--- config.mk ---
export PLATFORM = sky130hd
export DESIGN_NAME = frame_allocator_oldest_victim
export DESIGN_NICKNAME = d
export VERILOG_FILES = /design/src/sv/fao_pkg.sv /design/src/sv/frame_allocator_oldest_victim.sv /design/src/sv/fao_ram.sv /design/src/sv/fao_ctrl.sv
export VERILOG_INCLUDE_DIRS = /design/src /design/src/sv
export SDC_FILE = /design/constraint.sdc
export NUM_CORES = 2
export LEC_CHECK = 0
export ABC_AREA = 1
export BUFFER_PORTS_ARGS = -buffer_cell sky130_fd_sc_hd__buf_2
export CAP_MARGIN = 10
export CORE_ASPECT_RATIO = 1.4
export CORE_MARGIN = 2
export CORE_UTILIZATION = 63
export DETAILED_ROUTE_END_ITERATION = 8
export PLACE_DENSITY_LB_ADDON = 0.1
export SYNTH_ARGS = -nofsm -noshare
export SYNTH_HDL_FRONTEND = slang
export SYNTH_SLANG_ARGS = --single-unit
--- constraint.sdc ---
create_clock -name clk_i -period 6.1 [get_ports clk_i]
set_input_delay 0 -clock clk_i [delete_from_list [all_inputs] [get_ports clk_i]]
set_output_delay 0 -clock clk_i [all_outputs]
set_load 0.005 [all_outputs]
--- src/sv/frame_allocator_oldest_victim_macros.svh ---
// Assertion macros shared by the frame allocator RTL.
// Each macro expects clk_i and rst_ni to exist in the module that uses it.
`ifndef FRAME_ALLOCATOR_OLDEST_VICTIM_MACROS_SVH
`define FRAME_ALLOCATOR_OLDEST_VICTIM_MACROS_SVH

// Property checked on every rising edge outside reset.
`define FAO_ASSERT(name, prop, msg) \
  name: assert property (@(posedge clk_i) disable iff (!rst_ni) (prop)) else $error(msg);

// Condition that must never be true outside reset.
`define FAO_ASSERT_NEVER(name, cond, msg) \
  name: assert property (@(posedge clk_i) disable iff (!rst_ni) !(cond)) else $error(msg);

`endif

--- src/sv/fao_pkg.sv ---
// Package for the frame allocator: transaction types, codes and defaults.
// Used by fao_ctrl and frame_allocator_oldest_victim.
`timescale 1ns / 1ps

package fao_pkg;

  localparam int FRAMES_DEF = 64;

  typedef enum logic [1:0] {
    MODE_ALLOC  = 2'd0,
    MODE_FREE   = 2'd1,
    MODE_VICTIM = 2'd2,
    MODE_QUERY  = 2'd3
  } mode_e;

  typedef enum logic [1:0] {
    ST_OK    = 2'd0,
    ST_FULL  = 2'd1,
    ST_NONE  = 2'd2,
    ST_RANGE = 2'd3
  } status_e;

  typedef struct packed {
    mode_e       mode;
    logic [15:0] owner_pid;
    logic [5:0]  frame_index;
  } in_item_t;

  typedef struct packed {
    status_e     status;
    logic [5:0]  frame_out;
    logic [15:0] pid_out;
    logic [31:0] time_now;
  } out_item_t;

endpackage

--- src/sv/frame_allocator_oldest_victim.sv ---
// Top level of the frame allocator: sequencer plus output register.
// Depends on fao_pkg and fao_ctrl.
//
//   channel | direction | handshake               | payload
//   in      | input     | in_valid_i / in_stall_o | fao_pkg::in_item_t
//   out     | output    | out_valid_o/out_stall_i | fao_pkg::out_item_t
//
// Free and owner query go straight to the named entry; a query waits for the registered table read.
// Allocate scans from frame 0 and stops at the first free frame; a full table
// or victim select scans every entry, reading one table entry per cycle.
// After reset a clearing pass zeroes the table; no input
// transaction is taken until it ends.
// A stalled output holds its result; the next transaction is taken meanwhile.
`timescale 1ns / 1ps

module frame_allocator_oldest_victim #(
  parameter int FRAMES = fao_pkg::FRAMES_DEF
) (
  input  logic               clk_i,
  input  logic               rst_ni,
  input  logic               in_valid_i,
  output logic               in_stall_o,
  input  fao_pkg::in_item_t  in_data_i,
  output logic               out_valid_o,
  input  logic               out_stall_i,
  output fao_pkg::out_item_t out_data_o
);
  import fao_pkg::*;

  logic      res_valid;
  logic      res_take;
  out_item_t res_data;
  logic      out_valid_q;
  out_item_t out_q;

  fao_ctrl #(.FRAMES(FRAMES)) u_ctrl (
    .clk_i       (clk_i),
    .rst_ni      (rst_ni),
    .in_valid_i  (in_valid_i),
    .in_stall_o  (in_stall_o),
    .in_data_i   (in_data_i),
    .res_valid_o (res_valid),
    .res_take_i  (res_take),
    .res_data_o  (res_data)
  );

  // Load when the register is empty or its transaction completes now.
  assign res_take = res_valid && (!out_valid_q || !out_stall_i);

  always_ff @(posedge clk_i or negedge rst_ni) begin
    if (!rst_ni) begin
      out_valid_q <= 1'b0;
      out_q       <= '0;
    end else begin
      if (res_take) begin
        out_valid_q <= 1'b1;
        out_q       <= res_data;
      end else if (!out_stall_i) begin
        out_valid_q <= 1'b0;
      end
    end
  end

  assign out_valid_o = out_valid_q;
  assign out_data_o  = out_q;

endmodule

--- src/sv/fao_ram.sv ---
// Generic simple dual-port RAM: one write port, one read port, registered read.
// No dependencies.
`timescale 1ns / 1ps

module fao_ram #(
  parameter int  WIDTH = 8,
  parameter int  DEPTH = 64,
  localparam int AW    = (DEPTH > 1) ? $clog2(DEPTH) : 1
) (
  input  logic             clk_i,
  input  logic             we_i,
  input  logic [AW-1:0]    waddr_i,
  input  logic [WIDTH-1:0] wdata_i,
  input  logic [AW-1:0]    raddr_i,
  output logic [WIDTH-1:0] rdata_o
);

  logic [WIDTH-1:0] mem [DEPTH];
  logic [WIDTH-1:0] rdata_q;

  always_ff @(posedge clk_i) begin
    if (we_i) begin
      mem[waddr_i] <= wdata_i;
    end
    rdata_q <= mem[raddr_i];
  end

  assign rdata_o = rdata_q;

endmodule

--- src/sv/fao_ctrl.sv ---
// Frame table sequencer: clearing pass, table scans, free and owner query.
// Depends on fao_pkg, fao_ram and the assertion macro header.
`timescale 1ns / 1ps
`include "frame_allocator_oldest_victim_macros.svh"

module fao_ctrl #(
  parameter int FRAMES = fao_pkg::FRAMES_DEF
) (
  input  logic               clk_i,
  input  logic               rst_ni,
  input  logic               in_valid_i,
  output logic               in_stall_o,
  input  fao_pkg::in_item_t  in_data_i,
  output logic               res_valid_o,
  input  logic               res_take_i,
  output fao_pkg::out_item_t res_data_o
);
  import fao_pkg::*;

  localparam int AW = (FRAMES > 1) ? $clog2(FRAMES) : 1;
  localparam int CW = $clog2(FRAMES + 1);
  localparam int IW = (AW > 6) ? AW : 6;
  localparam logic [CW-1:0] LAST  = CW'(FRAMES);
  localparam logic [CW-1:0] LAST1 = CW'(FRAMES - 1);

  typedef enum logic [2:0] {
    S_CLEAR,
    S_IDLE,
    S_SCAN,
    S_QWAIT,
    S_FINISH
  } state_e;

  state_e      state_q;
  mode_e       op_q;
  logic [15:0] pid_q;
  logic [CW-1:0] cnt_q;
  logic        chk_q;
  logic [AW-1:0] chk_addr_q;
  logic [31:0] best_q;
  logic [AW-1:0] best_idx_q;
  logic        found_q;
  logic [31:0] counter_q;
  out_item_t   res_q;

  logic          in_take;
  logic          idx_ok;
  logic [IW-1:0] idx_ext;
  logic [AW-1:0] idx_addr;
  logic [AW-1:0] scan_addr;
  logic [IW-1:0] chk_ext;
  logic [IW-1:0] best_ext;
  logic          alloc_hit;
  logic          victim_better;
  logic          scan_end;

  logic [AW-1:0] raddr;
  logic [AW-1:0] waddr;
  logic          used_we;
  logic          used_wdata;
  logic          used_rdata;
  logic          meta_we;
  logic [47:0]   meta_wdata;
  logic [47:0]   meta_rdata;
  logic [31:0]   stamp_rdata;

  fao_ram #(.WIDTH(1), .DEPTH(FRAMES)) u_used_ram (
    .clk_i   (clk_i),
    .we_i    (used_we),
    .waddr_i (waddr),
    .wdata_i (used_wdata),
    .raddr_i (raddr),
    .rdata_o (used_rdata)
  );

  // Owner pid in the upper 16 bits, allocation stamp in the lower 32.
  fao_ram #(.WIDTH(48), .DEPTH(FRAMES)) u_meta_ram (
    .clk_i   (clk_i),
    .we_i    (meta_we),
    .waddr_i (waddr),
    .wdata_i (meta_wdata),
    .raddr_i (raddr),
    .rdata_o (meta_rdata)
  );

  assign stamp_rdata = meta_rdata[31:0];

  assign in_take    = in_valid_i && (state_q == S_IDLE);
  assign in_stall_o = (state_q != S_IDLE);

  assign idx_ext  = IW'(in_data_i.frame_index);
  assign idx_addr = idx_ext[AW-1:0];
  assign idx_ok   = ({26'd0, in_data_i.frame_index} < 32'(FRAMES));

  assign scan_addr = (cnt_q != LAST) ? cnt_q[AW-1:0] : '0;
  assign chk_ext   = IW'(chk_addr_q);
  assign best_ext  = IW'(best_idx_q);

  assign alloc_hit     = (state_q == S_SCAN) && (op_q == MODE_ALLOC) && chk_q && !used_rdata;
  assign victim_better = (state_q == S_SCAN) && (op_q == MODE_VICTIM) && chk_q &&
                         used_rdata && (stamp_rdata < best_q);
  assign scan_end      = !chk_q && (cnt_q == LAST);

  always_comb begin
    raddr      = idx_addr;
    waddr      = idx_addr;
    used_we    = 1'b0;
    used_wdata = 1'b0;
    meta_we    = 1'b0;
    meta_wdata = {pid_q, counter_q};
    unique case (state_q)
      S_CLEAR: begin
        waddr      = cnt_q[AW-1:0];
        used_we    = 1'b1;
        meta_we    = 1'b1;
        meta_wdata = '0;
      end
      S_IDLE: begin
        // Free only drops the in-use mark; owner and stamp stay.
        if (in_take && (in_data_i.mode == MODE_FREE) && idx_ok) begin
          used_we = 1'b1;
        end
      end
      S_SCAN: begin
        raddr = scan_addr;
        waddr = chk_addr_q;
        if (alloc_hit) begin
          used_we    = 1'b1;
          used_wdata = 1'b1;
          meta_we    = 1'b1;
        end
      end
      default: begin
      end
    endcase
  end

  always_ff @(posedge clk_i or negedge rst_ni) begin
    if (!rst_ni) begin
      state_q    <= S_CLEAR;
      op_q       <= MODE_ALLOC;
      pid_q      <= '0;
      cnt_q      <= '0;
      chk_q      <= 1'b0;
      chk_addr_q <= '0;
      best_q     <= '1;
      best_idx_q <= '0;
      found_q    <= 1'b0;
      counter_q  <= '0;
      res_q      <= '0;
    end else begin
      unique case (state_q)
        S_CLEAR: begin
          if (cnt_q == LAST1) begin
            cnt_q   <= '0;
            state_q <= S_IDLE;
          end else begin
            cnt_q <= cnt_q + 1'b1;
          end
        end
        S_IDLE: begin
          if (in_take) begin
            op_q            <= in_data_i.mode;
            pid_q           <= in_data_i.owner_pid;
            cnt_q           <= '0;
            chk_q           <= 1'b0;
            found_q         <= 1'b0;
            best_q          <= '1;
            res_q.frame_out <= '0;
            res_q.pid_out   <= '0;
            res_q.time_now  <= '0;
            case (in_data_i.mode) inside
              MODE_ALLOC, MODE_VICTIM: begin
                res_q.status <= ST_OK;
                state_q      <= S_SCAN;
              end
              MODE_FREE: begin
                res_q.status <= idx_ok ? ST_OK : ST_RANGE;
                state_q      <= S_FINISH;
              end
              default: begin
                res_q.status <= idx_ok ? ST_OK : ST_RANGE;
                state_q      <= idx_ok ? S_QWAIT : S_FINISH;
              end
            endcase
          end
        end
        S_SCAN: begin
          // Issue the next read while the previous entry is checked.
          chk_q      <= (cnt_q != LAST);
          chk_addr_q <= scan_addr;
          if (cnt_q != LAST) begin
            cnt_q <= cnt_q + 1'b1;
          end
          if (victim_better) begin
            best_q     <= stamp_rdata;
            best_idx_q <= chk_addr_q;
            found_q    <= 1'b1;
          end
          if (alloc_hit) begin
            res_q.frame_out <= chk_ext[5:0];
            counter_q       <= counter_q + 32'd1;
            state_q         <= S_FINISH;
          end else if (scan_end) begin
            if (op_q == MODE_ALLOC) begin
              res_q.status <= ST_FULL;
            end else if (found_q) begin
              res_q.frame_out <= best_ext[5:0];
            end else begin
              res_q.status <= ST_NONE;
            end
            state_q <= S_FINISH;
          end
        end
        S_QWAIT: begin
          res_q.pid_out <= meta_rdata[47:32];
          state_q       <= S_FINISH;
        end
        S_FINISH: begin
          if (res_take_i) begin
            state_q <= S_IDLE;
          end
        end
        default: begin
          state_q <= S_IDLE;
        end
      endcase
    end
  end

  always_comb begin
    res_data_o          = res_q;
    res_data_o.time_now = counter_q;
  end
  assign res_valid_o = (state_q == S_FINISH);

  `FAO_ASSERT(a_alloc_advance, alloc_hit |=> counter_q == $past(counter_q) + 32'd1, "alloc must advance counter by one")
  `FAO_ASSERT(a_cnt_bound, cnt_q <= LAST, "scan counter beyond table size")
  `FAO_ASSERT_NEVER(a_victim_no_write, (state_q == S_SCAN) && (op_q == MODE_VICTIM) && (used_we || meta_we), "table written during victim scan")
  `FAO_ASSERT(a_found_best, found_q |-> best_q != '1, "victim candidate holds all-ones stamp")

endmodule

# ---- After elaboration in Yosys (flattened, before gate mapping)
# Memory sizes are Yosys's and may differ from the RTL's. A register that Yosys moved wholly into a read port is not among the register bits.
# Cells that the tools add are included.
dict set report totals {
  mem_bits_rw 3136
  output_inout_bits 58
  wordCells 123
  register_bits 187
  mem_count 2
}
# memory depth width read_ports rd_ports_with_merged_regs wr line
set mem_list {}
lappend mem_list {u_ctrl.u_meta_ram.mem 64 48 1 1 1 fao_ram.sv:18} ;# logic [WIDTH-1:0] mem [DEPTH];
lappend mem_list {u_ctrl.u_used_ram.mem 64 1 1 1 1 fao_ram.sv:18}
dict set report op_classes {
  order_cmp 1
  addsub 2
  eq_ne 23
  reduce_logical 33
  mux 44
}
# op n
set op_table {}
lappend op_table {{$mux W32} 2}
lappend op_table {{$pmux W32 S2} 1}
lappend op_table {{$mux W56} 1}
lappend op_table {{$mux W48} 1}
lappend op_table {{$add A32 B1 Y32 const B} 1}
lappend op_table {{$lt A32 B32 Y1} 1}
lappend op_table {{$pmux W16 S2} 1}
lappend op_table {{$mux W6} 5}
lappend op_table {{$mux W3} 7}
lappend op_table {{$mux W7} 3}
lappend op_table {{$pmux W7 S3} 1}
lappend op_table {{$pmux W8 S2} 1}
lappend op_table {{$pmux W3 S5} 1}
lappend op_table {{$ne A2 B1 Y1 const B} 7}
lappend op_table {{$pmux W6 S2} 1}
lappend op_table {{$logic_and A1 B1 Y1} 11}
lappend op_table {{$mux W1} 11}
lappend op_table {{$reduce_and A2 Y1} 5}
lappend op_table {{$reduce_and A5 Y1} 2}
lappend op_table {{$ne A3 B1 Y1 const B} 3}
lappend op_table {{$mux W8} 1}
lappend op_table {{$add A7 B1 Y7 const B} 1}
lappend op_table {{$eq A7 B6 Y1 const B} 1}
lappend op_table {{$eq A7 B7 Y1 const B} 1}
lappend op_table {{21 further kinds} 33}

# ---- Depth between registers and ports, before layout
dict set report logic_depth {
  ltp_word 8
  depth_mapped 18
  depth_no_buf 15
}

# ---- Modules after synthesis
# A second synthesis with hierarchy kept.
dict set report hier_totals {
  hier_cells 11643
  hier_area_um2 137154.0
}
# module n_inst seq_area_each_um2 cells_each area_per_inst_um2
set by_module_without_submodules {}
lappend by_module_without_submodules {{fao_ram at u_ctrl.u_meta_ram} 1 93209.4 10108 124330.5}
lappend by_module_without_submodules {fao_ctrl 1 3293.2 974 7511.0}
lappend by_module_without_submodules {{fao_ram at u_ctrl.u_used_ram} 1 1941.9 314 3045.4}
lappend by_module_without_submodules {frame_allocator_oldest_victim 1 1426.4 247 2267.2}

# ---- Worst setup path after synthesis
# No wires, ideal clock.
dict set report synth_path {
  path_type {reg2reg}
  start {register u_ctrl.state_q[1]}
  end {memory u_ctrl.u_meta_ram.mem[0][0] (enable)}
  path_buffers 1
  synth_period_minus_slack_ps 4276
  stages_incl_launch_ff 13
  arrival_time_ps 3822
  t_required_ps 5646
  path_slack_ps 1824
  setup_ps 454
  cell_sequence {dfrtp_1 > buf_4 > inv_2 > nand2_1 > nor2_2 > inv_2 > nand2_1 > inv_2 > a21oi_2 > inv_2 > nor2_2 > nand2_1 > nor2_1}
}
dict set report synth_via {
  elab_chain_len 8
  word_cells_on_any_way 10
  cone_classes {eq/ne: 1; mux: 5; reduce/logical: 4}
}
# item line
set synth_lines {}
lappend synth_lines {{start, declared} fao_ctrl.sv:34} ;# state_e state_q;
lappend synth_lines {{start signal, assigned} fao_ctrl.sv:183} ;# state_q <= idx_ok ? S_QWAIT : S_FINISH;
lappend synth_lines {{$eq A3 B2 Y1} {fao_ctrl.sv:99, fao_ctrl.sv:111}}
lappend synth_lines {{$logic_and A1 B1 Y1 (3 in series)} fao_ctrl.sv:99} ;# assign alloc_hit = (state_q == S_SCAN) && (op_q == MODE_ALLOC) && chk_q && !used_rdata;
lappend synth_lines {{$mux W1} fao_ctrl.sv:127} ;# if (alloc_hit) begin
lappend synth_lines {{$pmux W1 S2} fao_ctrl.sv:111} ;# unique case (state_q)
lappend synth_lines {{$mux W1} fao_ram.sv:22} ;# if (we_i) begin
lappend synth_lines {{$mux W1 (not written as such)} fao_ram.sv:23} ;# mem[waddr_i] <= wdata_i;
lappend synth_lines {{end, declared} fao_ram.sv:18}
# Parallel ways exist; a longest one is shown, timed or not.

# ---- Final worst setup path
dict set report layout_path {
  start {register u_ctrl.state_q[1]}
  end {register u_ctrl.u_meta_ram.rdata_q[37] (netlist: u_ctrl.u_meta_ram.rdata_o[37]), read port of u_ctrl.u_meta_ram.mem}
}
dict set report layout_via {
  elab_chain_len 2
}
# item line
set layout_lines {}
lappend layout_lines {{$eq A3 B2 Y1} fao_ctrl.sv:111}
lappend layout_lines {{$mux W6} fao_ctrl.sv:111}
lappend layout_lines {{end, declared} fao_ram.sv:19} ;# logic [WIDTH-1:0] rdata_q;
# No other way between the ends.
# A chain may end at the register's enable or synchronous reset.

==> impl_metrics.json <==
{
  "cts_resized": 0,
  "portBuffers": 85,
  "cts_buffers": 319,
  "dr.pass1.iters": 9,
  "synth_edf_count": 3136,
  "setup_viol": 0,
  "vias_per_cell": 6.222,
  "synthArstFlopShare_pct": 5.546,
  "synth_top_cell_area_share_pct": 65.16,
  "seqPwrFrac_pct": 43.7,
  "final_common_cell": "nand2_1",
  "wl_met3_um": 47780,
  "critPathSlowestCell": "nand2_4",
  "p_sw_share_pct": 33.71,
  "synthCells": 13460,
  "synth_area_mm2": 0.1445,
  "fin_crit_ns": 4.785,
  "crit_arrival_ns": 5.59,
  "routed_wl_um": 425400,
  "wl_met1_um": 157400,
  "path_max_fanout": 70,
  "ir_drop_v": 0.0005789,
  "synthTopCellsByArea": "edfxtp_1, nand3_1, nand2_1",
  "switchingPower_mw": 22.17,
  "synth_seq_area_share_pct": 69.10,
  "mostFrequentLayoutCells": "nand2_1, nand3_1, edfxtp_1",
  "p_leak_nw": 64.30,
  "place_congestion": 0.9004,
  "timing.setup.tns_ns": 0,
  "clk_transition_reported_paths_ns": 0.06,
  "period_share_pct": 78.44,
  "die-area_mm2": 0.2333,
  "synth_seq_cells": 3372,
  "cts_tree": "built",
  "post_cts_buffers": 0,
  "grt_pass1_wl_um": 628700,
  "synth_top_area_cell": "edfxtp_1",
  "fp.dieH_um": 570.7,
  "required_ns": 6.90,
  "syn_nets": 13520,
  "drt_iter0_drc": 15420,
  "syn_avg_cell_area_um2": 10.74,
  "path_class": "reg -> reg",
  "wl_met2_um": 201500,
  "clock_latency_ns": 0.90,
  "worst_pin_slew_ns": 1.177,
  "ant_nets": 0,
  "nets": 13410,
  "hold_violations": 0,
  "vias": 103600,
  "antenna_found_initial": 15,
  "postCtsHoldBufs": 77,
  "cts_root_buf": "clkbuf_16",
  "fill_cells": 16120,
  "rsz0062_at_grt": "false",
  "hpwl_um": 220500,
  "syn_to_final_growth_pct": 10.79,
  "routedWlPerCell_um": 25.56,
  "start_kind": "flip-flop",
  "synth.distinct_cells": 48,
  "powerDensity_mw_per_mm2": 410.7,
  "yosysWarnings": 0,
  "ys_dominant_reg_cell": "edfxtp_1",
  "clock_path_buffers": 4,
  "slew_violations": 0,
  "drc": 0,
  "max_freq_mhz": 209.0,
  "crit_path_max_incr_delay_ns": 0.68,
  "coreArea_mm2": 0.2288,
  "hold_class": "in -> reg",
  "cp_cell_sequence": "nand2_4, nor2_8, inv_4, nand2_8, nand2_4, buf_12, buf_12, buf_12, nand2_1, nand2_1, nand2_1, nand3_1, nand3_1, nand3_1, nand3_1, nand2_1",
  "grt_usage_pct": 35.87,
  "end_kind": "flip-flop",
  "grt_pass1_vias": 98550,
  "p_clk_share_pct": 30.2,
  "grt_max_degree": 209,
  "pwr-share-comb_pct": 26.1,
  "grt-ovfl-total": 0,
  "whs_ns": 0.06156,
  "cts.sinks": 3372,
  "outcome": "complete, no violations",
  "top_layer": "met5",
  "relSlewSlack_pct": 21.34,
  "layout-drive-gt1-share_pct": 8.002,
  "intPower_mw": 43.59,
  "die_width_um": 408.8,
  "num_rows": 208,
  "start_util_pct": 63.18,
  "clock_skew_ns": 0.04726,
  "ios": 86,
  "cts_max_level": 5,
  "max-cap-violations": 0
}
-- power groups by stage --
stage	logic [mW]	registers (mW)	clock network (mW)
after floorplan	10.4	28.9	0
after global placement	16.3	29.1	0
after detailed placement	16.6	29.2	0
after CTS	16.8	28.7	19.9
after global routing	18.5	28.8	20.8
final	17.2	28.7	19.9
-- routing by layer --
layer | vias up | track usage, %
li1 | 45780 | -
met1 | 50110 | 48.90
met2 | 6527 | 57.57
met3 | 1138 | 6.503
met4 | 10 | 14.61
met5 | - | 0
-- final timing paths --
| kind | end | slack (ns) | depth (start not counted) | start |
|---|---|---|---|---|
| worst min-delay path | u_ctrl.u_used_ram.mem[22] | 0.06 | 6 | in_data_i[0] |
| worst min register to register | u_ctrl.best_q[11] | 0.46 | 2 | u_ctrl.best_q[11] |
| worst max-delay path | u_ctrl.u_meta_ram.rdata_o[37] | 1.31 | 16 | u_ctrl.state_q[1] |
| min in group asynchronous | out_data_o[24] | 0.39 | 4 | rst_ni |
| max in group asynchronous | u_ctrl.counter_q[30] | 5.03 | 4 | rst_ni |
| worst max register to register | u_ctrl.u_meta_ram.rdata_o[37] | 1.31 | 16 | u_ctrl.state_q[1] |
-- through the flow --
| step | cell area, um2 | setup slack [ns] | cells | power [mW] | util [%] |
|---|---|---|---|---|---|
| global placement | 149000 | 1.407 | 15990 | 45.42 | 65.15 |
| global route | 160100 | 1.120 | 16640 | 68.10 | 69.99 |
| CTS | 160100 | 1.376 | 16640 | 65.43 | 69.98 |
| detailed placement | 149000 | 1.383 | 15990 | 45.74 | 65.15 |
| finish | 160100 | 1.315 | 16650 | 65.76 | 69.99 |
| floorplan | 144500 | 1.824 | 13460 | 39.29 | - |
-- synth_stat cells (7+ instances only) --
master	number
nand2_1	4084
nand3_1	3400
edfxtp_1	3136
inv_1	926
buf_2	547
clkbuf_1	284
nor2_1	213
nand3b_1	196
dfrtp_1	155
o21ai_0	119
buf_1	70
dfxtp_1	49
ha_1	34
dfstp_2	32
or2_2	32
xor2_1	31
a21oi_1	24
nor2_2	21
nor3_1	18
inv_2	11
nand4_1	8
o211ai_1	8
buf_4	7
mux2_2	7
o22ai_1	7
-- layout make-up --
class / instances / area (um2) / share of cell area [%]
flip-flops and latches: 3372 / 99870 / 62.37
inverters: 939 / 3555 / 2.220
repair buffers: 478 / 4691 / 2.930
diodes: 3 / 7.507 / 0.004689
clock inverters: 138 / 1300 / 0.8119
clock buffers: 434 / 8949 / 5.589
multi-input cells: 8236 / 37930 / 23.69
well taps: 3045 / 3810 / 2.379
-- flip-flops by register name, summed over array words and instances (netlist names), 2 cells and up --
register / flops
out_data_o: 56
u_ctrl.best_ext: 6
u_ctrl.best_q: 32
u_ctrl.chk_addr_q: 6
u_ctrl.cnt_q: 7
u_ctrl.counter_q: 32
u_ctrl.op_q: 2
u_ctrl.pid_q: 16
u_ctrl.res_data_o: 24
u_ctrl.state_q: 3
u_ctrl.u_meta_ram.mem: 3072
u_ctrl.u_meta_ram.rdata_o: 48
u_ctrl.u_used_ram.mem: 64
-- critical path, delay by kind of cell (launching register included) --
| kind | cells | cell delay, ns |
|---|---|---|
| buffers and inverters | 4 | 1.38 |
| DFF | 1 | 0.62 |
| and+or+nand+nor | 12 | 2.64 |
-- kinds of logic (layout without fill, tap and decap cells) --
| kind of cell | Yosys count | in the layout | share of synthesized area, % |
|---|---|---|---|
| xor+xnor | 31 | 31 | 0.1879 |
| fa+ha+maj | 34 | 34 | 0.2944 |
| buf+inv | 1849 | 1989 | 5.306 |
| compound gates | 175 | 175 | 0.6623 |
| mux | 7 | 7 | 0.05454 |
| flops | 3372 | 3372 | 69.10 |
| simple gates | 7989 | 7989 | 24.39 |
| other cells | 0 | 3 | 0 |
No activity file was read; power rests on OpenSTA's default activity.
